File: config.mk
export PLATFORM = sky130hd
export DESIGN_NAME = euclidean_distance_newton_sqrt_core
export DESIGN_NICKNAME = d
export VERILOG_FILES = /design/src/sv/edn_pkg.sv /design/src/sv/edn_front.sv /design/src/sv/edn_queue.sv /design/src/sv/edn_div.sv /design/src/sv/edn_back.sv /design/src/sv/euclidean_distance_newton_sqrt_core.sv
export SDC_FILE = /design/constraint.sdc
export NUM_CORES = 2
export LEC_CHECK = 0
export ABC_AREA = 1
export BUFFER_PORTS_ARGS = -buffer_cell sky130_fd_sc_hd__buf_2
export CORE_MARGIN = 2
export CORE_UTILIZATION = 30
export DETAILED_ROUTE_END_ITERATION = 8
export HOLD_SLACK_MARGIN = 0.1
export PLACE_DENSITY_LB_ADDON = 0.05
export SLEW_MARGIN = 20
export SYNTH_ARGS = -nofsm -noshare
export SYNTH_HDL_FRONTEND = slang
export SYNTH_SLANG_ARGS = --single-unit
File: constraint.sdc
create_clock -name aclk -period 10.13 [get_ports aclk]
set_clock_uncertainty 0.15 [all_clocks]
set_input_delay 0.5065 -clock aclk [delete_from_list [all_inputs] [get_ports aclk]]
set_output_delay 0.5065 -clock aclk [all_outputs]
set_load 0.02 [all_outputs]
File: src/sv/edn_pkg.sv
// ----------------------------------------------------------------------------
// edn_pkg
// Shared types and fixed field widths for the Euclidean distance core.
// ----------------------------------------------------------------------------
package edn_pkg;

    // Fixed port field widths
    localparam int COORD_W     = 16;
    localparam int DIST_W      = 25;
    localparam int TOL_W       = 16;
    localparam logic [TOL_W-1:0] TOL_RESET = 16'd1;

    // Front-to-back queue
    localparam int QUEUE_DEPTH = 2;
    localparam int QPTR_W      = 1;

    // Divider status toward the sequencer
    typedef struct packed {
        logic busy;
        logic done;
    } div_stat_t;

endpackage

File: src/sv/edn_front.sv
// ----------------------------------------------------------------------------
// edn_front
// Accepts point pairs, forms |dx|, |dy|, their squares and the scaled radicand.
// ----------------------------------------------------------------------------
module edn_front import edn_pkg::*; #(
    parameter int COORD_BITS = 16,
    parameter int FRAC_BITS  = 8,
    parameter int RW         = 49
) (
    input  logic                aclk,
    input  logic                aresetn,
    input  logic                s_valid,
    output logic                s_ready,
    input  logic [COORD_W-1:0]  s_first_x,
    input  logic [COORD_W-1:0]  s_first_y,
    input  logic [COORD_W-1:0]  s_second_x,
    input  logic [COORD_W-1:0]  s_second_y,
    output logic                out_valid,
    input  logic                out_ready,
    output logic                out_zero,
    output logic [RW-1:0]       out_rad
);

    localparam int CIN  = (COORD_BITS < COORD_W) ? COORD_BITS : COORD_W;
    localparam int SUMW = 2 * CIN + 1;
    localparam int FW   = SUMW + 2 * FRAC_BITS;

    logic signed [CIN:0] ax, ay, bx, by, dx, dy;
    logic [CIN-1:0]      mx, my;
    logic [CIN-1:0]      mx_reg, my_reg;
    logic                a_valid_reg, b_valid_reg;
    logic [2*CIN-1:0]    sqx_reg, sqy_reg;
    logic [2*CIN-1:0]    sqx_next, sqy_next;
    logic [SUMW-1:0]     sum;
    logic [FW-1:0]       rad_full;
    logic                a_adv, b_adv;

    // sign-extend from the coordinate width
    assign ax = (CIN+1)'(signed'(s_first_x[CIN-1:0]));
    assign ay = (CIN+1)'(signed'(s_first_y[CIN-1:0]));
    assign bx = (CIN+1)'(signed'(s_second_x[CIN-1:0]));
    assign by = (CIN+1)'(signed'(s_second_y[CIN-1:0]));
    assign dx = bx - ax;
    assign dy = by - ay;
    assign mx = dx[CIN] ? CIN'(-dx) : CIN'(dx);
    assign my = dy[CIN] ? CIN'(-dy) : CIN'(dy);

    assign sqx_next = (2*CIN)'(mx_reg) * (2*CIN)'(mx_reg);
    assign sqy_next = (2*CIN)'(my_reg) * (2*CIN)'(my_reg);

    assign sum      = SUMW'(sqx_reg) + SUMW'(sqy_reg);
    assign rad_full = FW'(sum) << (2 * FRAC_BITS);
    assign out_rad  = rad_full[RW-1:0];
    assign out_zero = (out_rad == '0);

    assign b_adv     = !b_valid_reg || out_ready;
    assign a_adv     = !a_valid_reg || b_adv;
    assign s_ready   = a_adv;
    assign out_valid = b_valid_reg;

    always_ff @(posedge aclk) begin
        if (!aresetn) begin
            a_valid_reg <= 1'b0;
            b_valid_reg <= 1'b0;
        end else begin
            if (a_adv) begin
                a_valid_reg <= s_valid;
                mx_reg      <= mx;
                my_reg      <= my;
            end
            if (b_adv) begin
                b_valid_reg <= a_valid_reg;
                sqx_reg     <= sqx_next;
                sqy_reg     <= sqy_next;
            end
        end
    end

endmodule

File: src/sv/edn_queue.sv
// ----------------------------------------------------------------------------
// edn_queue
// Short FIFO that decouples the front stages from the root sequencer.
// ----------------------------------------------------------------------------
module edn_queue import edn_pkg::*; #(
    parameter int W = 50
) (
    input  logic          aclk,
    input  logic          aresetn,
    input  logic          in_valid,
    output logic          in_ready,
    input  logic [W-1:0]  in_data,
    output logic          out_valid,
    input  logic          out_ready,
    output logic [W-1:0]  out_data
);

    logic [W-1:0]      mem [QUEUE_DEPTH];
    logic [QPTR_W-1:0] wr_ptr_reg, rd_ptr_reg;
    logic [QPTR_W:0]   count_reg;
    logic              push, pop;

    assign in_ready  = (count_reg != (QPTR_W+1)'(QUEUE_DEPTH));
    assign out_valid = (count_reg != '0);
    assign out_data  = mem[rd_ptr_reg];
    assign push      = in_valid && in_ready;
    assign pop       = out_valid && out_ready;

    always_ff @(posedge aclk) begin
        if (push) begin
            mem[wr_ptr_reg] <= in_data;
        end
    end

    always_ff @(posedge aclk) begin
        if (!aresetn) begin
            wr_ptr_reg <= '0;
            rd_ptr_reg <= '0;
            count_reg  <= '0;
        end else begin
            if (push) begin
                wr_ptr_reg <= (wr_ptr_reg == QPTR_W'(QUEUE_DEPTH - 1)) ? '0
                              : wr_ptr_reg + 1'b1;
            end
            if (pop) begin
                rd_ptr_reg <= (rd_ptr_reg == QPTR_W'(QUEUE_DEPTH - 1)) ? '0
                              : rd_ptr_reg + 1'b1;
            end
            if (push && !pop) begin
                count_reg <= count_reg + 1'b1;
            end else if (pop && !push) begin
                count_reg <= count_reg - 1'b1;
            end
        end
    end

endmodule

File: src/sv/edn_div.sv
// ----------------------------------------------------------------------------
// edn_div
// Restoring unsigned divider, one quotient bit per cycle.
// ----------------------------------------------------------------------------
module edn_div import edn_pkg::*; #(
    parameter int W = 49
) (
    input  logic          aclk,
    input  logic          aresetn,
    input  logic          start,
    input  logic [W-1:0]  dividend,
    input  logic [W-1:0]  divisor,
    output logic [W-1:0]  quotient,
    output div_stat_t     stat
);

    localparam int CW = $clog2(W + 1);

    logic [W-1:0]  rem_reg, quo_reg, dvs_reg;
    logic [CW-1:0] cnt_reg;
    logic          busy_reg, done_reg;
    logic [W:0]    trial, trial_sub;
    logic          fits;
    logic [W-1:0]  rem_next;

    // shift next dividend bit into the partial remainder
    assign trial     = {rem_reg, quo_reg[W-1]};
    assign trial_sub = trial - {1'b0, dvs_reg};
    assign fits      = (trial >= {1'b0, dvs_reg});
    assign rem_next  = fits ? trial_sub[W-1:0] : trial[W-1:0];

    assign quotient  = quo_reg;
    assign stat.busy = busy_reg;
    assign stat.done = done_reg;

    always_ff @(posedge aclk) begin
        if (!aresetn) begin
            busy_reg <= 1'b0;
            done_reg <= 1'b0;
            cnt_reg  <= '0;
        end else begin
            done_reg <= 1'b0;
            if (start) begin
                quo_reg  <= dividend;
                rem_reg  <= '0;
                dvs_reg  <= divisor;
                cnt_reg  <= CW'(W);
                busy_reg <= 1'b1;
            end else if (busy_reg) begin
                quo_reg <= {quo_reg[W-2:0], fits};
                rem_reg <= rem_next;
                cnt_reg <= cnt_reg - 1'b1;
                if (cnt_reg == CW'(1)) begin
                    busy_reg <= 1'b0;
                    done_reg <= 1'b1;
                end
            end
        end
    end

endmodule

File: src/sv/edn_back.sv
// ----------------------------------------------------------------------------
// edn_back
// Newton square-root sequencer with tolerance test and result register.
// ----------------------------------------------------------------------------
module edn_back import edn_pkg::*; #(
    parameter int RW       = 49,
    parameter int MAX_ITER = 32
) (
    input  logic              aclk,
    input  logic              aresetn,
    input  logic              q_valid,
    output logic              q_ready,
    input  logic              q_zero,
    input  logic [RW-1:0]     q_rad,
    input  logic [TOL_W-1:0]  tolerance,
    output logic              div_start,
    output logic [RW-1:0]     div_dividend,
    output logic [RW-1:0]     div_divisor,
    input  logic [RW-1:0]     div_quot,
    input  div_stat_t         div_stat,
    output logic              m_valid,
    input  logic              m_ready,
    output logic [DIST_W-1:0] m_distance,
    output logic              m_iteration_capped
);

    localparam int KW = $clog2(MAX_ITER + 1);

    typedef enum logic [2:0] {
        ST_IDLE, ST_MUL, ST_DIFF, ST_DEC, ST_DIV, ST_UPD, ST_OUT
    } state_t;

    state_t            state_reg;
    logic [RW-1:0]     rad_reg, est_reg;
    logic [63:0]       sq_reg, diff_reg;
    logic              hi_reg;
    logic [KW-1:0]     iter_reg;
    logic              capped_reg;
    logic              m_valid_reg, m_capped_reg;
    logic [DIST_W-1:0] m_distance_reg;

    logic [63:0]       est64, rad64;
    logic [RW:0]       est_sum;
    logic [RW-1:0]     est_half, est_next, est_init, rad_half;
    logic              pass, at_cap;

    assign est64    = 64'(est_reg);
    assign rad64    = 64'(rad_reg);
    assign est_sum  = {1'b0, est_reg} + {1'b0, div_quot};
    assign est_half = est_sum[RW:1];
    assign est_next = (est_half == '0) ? RW'(1) : est_half;
    assign rad_half = q_rad >> 1;
    assign est_init = (rad_half == '0) ? RW'(1) : rad_half;

    // estimates of 2^32 and up never pass
    assign pass   = !hi_reg && (diff_reg <= 64'(tolerance));
    assign at_cap = (iter_reg == KW'(MAX_ITER));

    assign q_ready      = (state_reg == ST_IDLE);
    assign div_start    = (state_reg == ST_DEC) && !pass && !at_cap;
    assign div_dividend = rad_reg;
    assign div_divisor  = est_reg;

    assign m_valid            = m_valid_reg;
    assign m_distance         = m_distance_reg;
    assign m_iteration_capped = m_capped_reg;

    always_ff @(posedge aclk) begin
        if (!aresetn) begin
            state_reg   <= ST_IDLE;
            m_valid_reg <= 1'b0;
            iter_reg    <= '0;
            capped_reg  <= 1'b0;
        end else begin
            // in ST_OUT the result load below owns m_valid_reg
            if (m_valid_reg && m_ready && (state_reg != ST_OUT)) begin
                m_valid_reg <= 1'b0;
            end
            unique case (state_reg)
                ST_IDLE: begin
                    if (q_valid) begin
                        rad_reg    <= q_rad;
                        iter_reg   <= '0;
                        capped_reg <= 1'b0;
                        if (q_zero) begin
                            est_reg   <= '0;
                            state_reg <= ST_OUT;
                        end else begin
                            est_reg   <= est_init;
                            state_reg <= ST_MUL;
                        end
                    end
                end
                ST_MUL: begin
                    sq_reg    <= 64'(est64[31:0]) * 64'(est64[31:0]);
                    hi_reg    <= |est64[63:32];
                    state_reg <= ST_DIFF;
                end
                ST_DIFF: begin
                    diff_reg  <= (sq_reg >= rad64) ? (sq_reg - rad64) : (rad64 - sq_reg);
                    state_reg <= ST_DEC;
                end
                ST_DEC: begin
                    if (pass) begin
                        capped_reg <= 1'b0;
                        state_reg  <= ST_OUT;
                    end else if (at_cap) begin
                        capped_reg <= 1'b1;
                        state_reg  <= ST_OUT;
                    end else begin
                        state_reg <= ST_DIV;
                    end
                end
                ST_DIV: begin
                    if (div_stat.done) begin
                        state_reg <= ST_UPD;
                    end
                end
                ST_UPD: begin
                    if (est_next >= est_reg) begin
                        capped_reg <= 1'b0;
                        state_reg  <= ST_OUT;
                    end else begin
                        est_reg   <= est_next;
                        iter_reg  <= iter_reg + 1'b1;
                        state_reg <= ST_MUL;
                    end
                end
                ST_OUT: begin
                    if (!m_valid_reg || m_ready) begin
                        m_valid_reg    <= 1'b1;
                        m_distance_reg <= est64[DIST_W-1:0];
                        m_capped_reg   <= capped_reg;
                        state_reg      <= ST_IDLE;
                    end
                end
                default: begin
                    state_reg <= ST_IDLE;
                end
            endcase
        end
    end

endmodule

File: src/sv/euclidean_distance_newton_sqrt_core.sv
// ----------------------------------------------------------------------------
// euclidean_distance_newton_sqrt_core
// Distance between two integer points, square root by Newton iteration.
// ----------------------------------------------------------------------------
// Each transaction on the s_ channel carries two points; one transaction on
// the m_ channel returns their distance in unsigned fixed point with
// FRAC_BITS fraction bits (masked to 25 bits) plus a flag that is set when
// MAX_ITER Newton steps ran out before the tolerance test passed. A two-stage
// front forms |dx|, |dy|, the squares and the radicand and drops it into a
// two-entry queue, so new points are taken while a root is being worked
// out. The back end iterates one item at a time: each Newton step squares
// the estimate, tests its distance from the radicand against the tolerance
// and, if that fails, divides in the bit-serial divider (RW = radicand width,
// 49 bits at the defaults) and averages. From a start of r/2 the estimate
// roughly halves per step until it nears the root, so large distances take
// some 20 to 30 steps and short ones far fewer; equal points skip the steps.
// The tolerance register (reset 1) is written through the cfg_ port and
// should only be changed while no transaction is in flight.
// ----------------------------------------------------------------------------
module euclidean_distance_newton_sqrt_core import edn_pkg::*; #(
    parameter int COORD_BITS = 16,
    parameter int FRAC_BITS  = 8,
    parameter int MAX_ITER   = 32
) (
    input  logic               aclk,
    input  logic               aresetn,
    // configuration write
    input  logic               cfg_valid,
    output logic               cfg_ready,
    input  logic [TOL_W-1:0]   cfg_tolerance,
    // point pairs in
    input  logic               s_valid,
    output logic               s_ready,
    input  logic [COORD_W-1:0] s_first_x,
    input  logic [COORD_W-1:0] s_first_y,
    input  logic [COORD_W-1:0] s_second_x,
    input  logic [COORD_W-1:0] s_second_y,
    // distances out
    output logic               m_valid,
    input  logic               m_ready,
    output logic [DIST_W-1:0]  m_distance,
    output logic               m_iteration_capped
);

    // radicand width: (dx^2 + dy^2) scaled by 2^(2*FRAC_BITS), wraps at 64
    localparam int CIN   = (COORD_BITS < COORD_W) ? COORD_BITS : COORD_W;
    localparam int FULLW = 2 * CIN + 1 + 2 * FRAC_BITS;
    localparam int RW    = (FULLW > 64) ? 64 : FULLW;

    logic [TOL_W-1:0] tolerance_reg;

    logic             f_valid, f_ready, f_zero;
    logic [RW-1:0]    f_rad;
    logic             q_valid, q_ready, q_zero;
    logic [RW-1:0]    q_rad;

    logic             div_start;
    logic [RW-1:0]    div_dividend, div_divisor, div_quot;
    div_stat_t        div_stat;

    // tolerance register, always ready
    assign cfg_ready = 1'b1;

    always_ff @(posedge aclk) begin
        if (!aresetn) begin
            tolerance_reg <= TOL_RESET;
        end else if (cfg_valid) begin
            tolerance_reg <= cfg_tolerance;
        end
    end

    edn_front #(
        .COORD_BITS (COORD_BITS),
        .FRAC_BITS  (FRAC_BITS),
        .RW         (RW)
    ) u_front (
        .aclk       (aclk),
        .aresetn    (aresetn),
        .s_valid    (s_valid),
        .s_ready    (s_ready),
        .s_first_x  (s_first_x),
        .s_first_y  (s_first_y),
        .s_second_x (s_second_x),
        .s_second_y (s_second_y),
        .out_valid  (f_valid),
        .out_ready  (f_ready),
        .out_zero   (f_zero),
        .out_rad    (f_rad)
    );

    // zero flag travels in the top bit of each queue entry
    edn_queue #(
        .W (RW + 1)
    ) u_queue (
        .aclk      (aclk),
        .aresetn   (aresetn),
        .in_valid  (f_valid),
        .in_ready  (f_ready),
        .in_data   ({f_zero, f_rad}),
        .out_valid (q_valid),
        .out_ready (q_ready),
        .out_data  ({q_zero, q_rad})
    );

    edn_div #(
        .W (RW)
    ) u_div (
        .aclk     (aclk),
        .aresetn  (aresetn),
        .start    (div_start),
        .dividend (div_dividend),
        .divisor  (div_divisor),
        .quotient (div_quot),
        .stat     (div_stat)
    );

    edn_back #(
        .RW       (RW),
        .MAX_ITER (MAX_ITER)
    ) u_back (
        .aclk               (aclk),
        .aresetn            (aresetn),
        .q_valid            (q_valid),
        .q_ready            (q_ready),
        .q_zero             (q_zero),
        .q_rad              (q_rad),
        .tolerance          (tolerance_reg),
        .div_start          (div_start),
        .div_dividend       (div_dividend),
        .div_divisor        (div_divisor),
        .div_quot           (div_quot),
        .div_stat           (div_stat),
        .m_valid            (m_valid),
        .m_ready            (m_ready),
        .m_distance         (m_distance),
        .m_iteration_capped (m_iteration_capped)
    );

    // reset leaves no stale result on the output
    a_reset_clears_out: assert property (@(posedge aclk)
        !aresetn |=> !m_valid)
        else $error("m_valid set right after reset");

    // the sequencer never restarts a division in progress
    a_div_not_busy: assert property (@(posedge aclk) disable iff (!aresetn)
        div_start |-> !div_stat.busy)
        else $error("divider started while busy");

    // a finished division leaves the divider free
    a_div_done_idle: assert property (@(posedge aclk) disable iff (!aresetn)
        div_stat.done |-> !div_stat.busy)
        else $error("divider done while still busy");

    // a radicand pushed into the queue is visible to the back end next cycle
    a_queue_push: assert property (@(posedge aclk) disable iff (!aresetn)
        (f_valid && f_ready) |=> q_valid)
        else $error("queue push lost");

endmodule
==> summary.txt <==
Timing
  – Final Hold Fails: 0
  – Tcrit/Tclk final: 87.1%
  – Total negative slack: 0 ns
  – Fin crit period: 8.82 ns
  – Slew Limit Fails: 0
  – Worst-Margin Slew: 1.35 ns
  – Worst relative slew slack: 9.03%
  – RSZ-0062 raised after global routing: false
  – Fmax: 113 MHz
  – Final setup violation count: 0

Clock network
  – TritonCTS clock tree: done
  – CTS clock-pin slew for the worst setup and hold paths: 0.06 ns
  – Root Buffer: clkbuf_16
  – CTS Buffer Depth: 3
  – Post CTS Setup Buffer Count: 0
  – Clk_lat worst skew: 0.73 ns
  – H-tree levels: 3
  – Resized Gates After CTS: 0
  – Clk sink count: 587
  – CTS buffer count: 81

Final layout
  – Syn-to-layout area delta: 9.80%
  – Max FFs per register: 68
  – Layout cells sized above 1: 4.11%
  – Number of fill cells in the layout: 29567
  – Commonest non-fill, non-tap cell in the layout: inv_1
  – Nets: 12346
  – Final cell count without fillers: 14130
  – Most frequent cells in the layout: inv_1 (2772), nand2_1 (2080), fa_1 (1141), ha_1 (763), nor2_1 (626)

Global route
  – Largest net degree at the start of global routing: 65
  – First-pass GRT wire length: 458 mm
  – Grt ovf: 0
  – Vias in the first global route: 70341
  – GRT Util Overall: 21.6%
  – Antenna violations before repair: 4

Outcome
  – Status: completed

Synth
  – EDFF count, synth: 545
  – FF+latch count, synth: 587
  – Post-synth cell types: 64
  – Async set-reset flop share out of synthesis: 0%
  – Cell Area, Synth: 83600 um^2
  – Mean area per synthesized cell: 8.14 um^2
  – Syn_nets: 12252
  – Sequential fraction of the synthesis area: 20.6%
  – Mapped Cells: 10263
  – Primary FF master, synth: edfxtp_1
  – Warnings, synthesis: 0
  – Top-area cell type share of the netlist area: 27.3%
  – Largest area contributor in the netlist: fa_1
  – Largest cells by area after synthesis: fa_1 (27%), edfxtp_1 (20%), inv_1 (12%)

Drt
  – Met2 WL: 151 mm
  – Initial DRC count: 3983
  – DRT met1 WL: 135 mm
  – Total Routed Length: 305 mm
  – Via count: 65326
  – Highest metal used: met5
  – Vias per cell: 4.62
  – Met3 routed WL: 9.53 mm
  – DRC violations left: 0
  – Final ANT Viol Nets: 0
  – DR pass1 iterations: 6
  – DR WL/cell: 21.6 um

Placed design
  – Gp weighted congestion: 0.946
  – Post-DP HPWL: 258 mm
  – Port-buffer cells: 112
  – Dpl cells: 13956

Worst setup path
  – Worst path required time: 10.42 ns
  – Crit start category: flop
  – CP Data Arrival Time: 9.11 ns
  – Worst-path maximum fanout: 13
  – CP endpoint kind: flop
  – Crit Path Class: flop to flop

Min path
  – Worst Hold Class: input port to flop

Job
  – Max-cap violations: 0

Floorplanning
  – Initial core utilization: 30.2%
  – Die ar.: 283000 um^2
  – IO Count: 114
  – Core area: 277000 um^2
  – Chip Width: 532 um
  – Die Ht: 532 um
  – # rows: 193
-- cell families (layout without fill, tap and decap cells) --
kind of cell	count (synthesis)	after routing	share of synthesized area [%]
DFF	587	587	20.6
buffers and inverters	3016	3176	13.6
xor gates and xnor gates	338	338	3.54
adders and majority gates	1904	1904	38.8
muxes	1	1	0.0135
AOI/OAI and AO/OA	1186	1186	7.81
and+or+nand+nor	3230	3230	15.6
other	1	3	0.00449
-- through the flow --
| stage | setup slack (ns) | area [um^2] | hold WS, ns | util (%) |
|---|---|---|---|---|
| after floorplan | 2.89 | 83600 | 0.259 | - |
| after global placement | 1.04 | 88800 | 0.296 | 32.1 |
| after detailed placement | 1.07 | 88900 | 0.308 | 32.1 |
| after CTS | 1.04 | 91700 | 0.120 | 33.1 |
| after global routing | 0.936 | 91800 | 0.160 | 33.2 |
| final | 1.31 | 91800 | 0.184 | 33.2 |
-- worst paths after layout --
path	start	end	slack, ns	cells past startpoint
max	u_back.div_divisor[5]$_SDFFCE_PN0P_	u_back.sq_reg[56]$_DFFE_PP_	1.31	25
min	aresetn	tolerance_reg[11]$_SDFFE_PN0P_	0.18	4
max reg2reg	u_back.div_divisor[5]$_SDFFCE_PN0P_	u_back.sq_reg[56]$_DFFE_PP_	1.31	25
min reg2reg	tolerance_reg[1]$_SDFFE_PN0P_	tolerance_reg[1]$_SDFFE_PN0P_	0.32	2
-- synth_stat cells, types with 6 or more instances --
| library cell | instances |
|---|---|
| a31oi_1 | 54 |
| or2_2 | 44 |
| nor2_1 | 634 |
| o21ai_1 | 34 |
| o21a_1 | 36 |
| nand4_1 | 71 |
| o211ai_1 | 7 |
| edfxtp_1 | 545 |
| a21oi_1 | 539 |
| nor4_1 | 45 |
| ha_1 | 763 |
| buf_2 | 24 |
| nor3_1 | 73 |
| nand3_1 | 241 |
| clkbuf_1 | 196 |
| o21bai_1 | 18 |
| and2_1 | 6 |
| a21boi_0 | 14 |
| o21ai_0 | 369 |
| xor2_1 | 211 |
| nand2_1 | 2080 |
| xnor2_1 | 127 |
| o2111ai_1 | 7 |
| a211oi_1 | 11 |
| o22ai_1 | 20 |
| fa_1 | 1141 |
| inv_1 | 2776 |
| dfxtp_1 | 42 |
| nand3b_1 | 16 |
| o311ai_0 | 8 |
| a21o_1 | 35 |
-- area by class of cell --
| type | instances | area [um^2] | share of cell area (%) |
|---|---|---|---|
| Antenna cell | 2 | 5.00 | 0.00545 |
| Clock buffer | 104 | 2170 | 2.37 |
| Clock inverter | 45 | 467 | 0.509 |
| Inverter | 2780 | 10400 | 11.4 |
| Multi-Input combinational cell | 6660 | 55100 | 60.0 |
| Sequential cell | 587 | 17200 | 18.7 |
| Tap cell | 3705 | 4640 | 5.05 |
| Timing Repair Buffer | 247 | 1790 | 1.95 |
-- worst max-delay path, stage by stage, from the launching register on --
cell and delay, ns:
edfxtp_1 1.04, buf_4 0.31, nand2_1 0.16, fa_1 0.56, inv_1 0.06, fa_1 0.50
inv_1 0.05, fa_1 0.49, inv_1 0.05, fa_1 0.49, fa_1 0.52, inv_1 0.05
fa_1 0.49, fa_1 0.50, inv_1 0.06, fa_1 0.52, ha_1 0.49, nand2_1 0.21
nor2_1 0.25, inv_1 0.10, nor4_1 0.56, nand4_1 0.15, nand3_1 0.35, nand3_1 0.13
o2111ai_1 0.15, xor2_1 0.12
-- routing by layer --
layer | GRT usage [%] | up-vias
li1 | - | 31439
met1 | 28.1 | 32370
met2 | 38.3 | 1215
met3 | 1.81 | 300
met4 | 6.05 | 2
met5 | 0 | -
-- repair_timing --
item,in CTS,in global routing
hold buffers,21,0
hold endpoints to repair,19,0
setup endpoints to repair,0,0
Power is not shown: default switching activity piles up to over one toggle a cycle in this logic, so the estimate is an artifact.
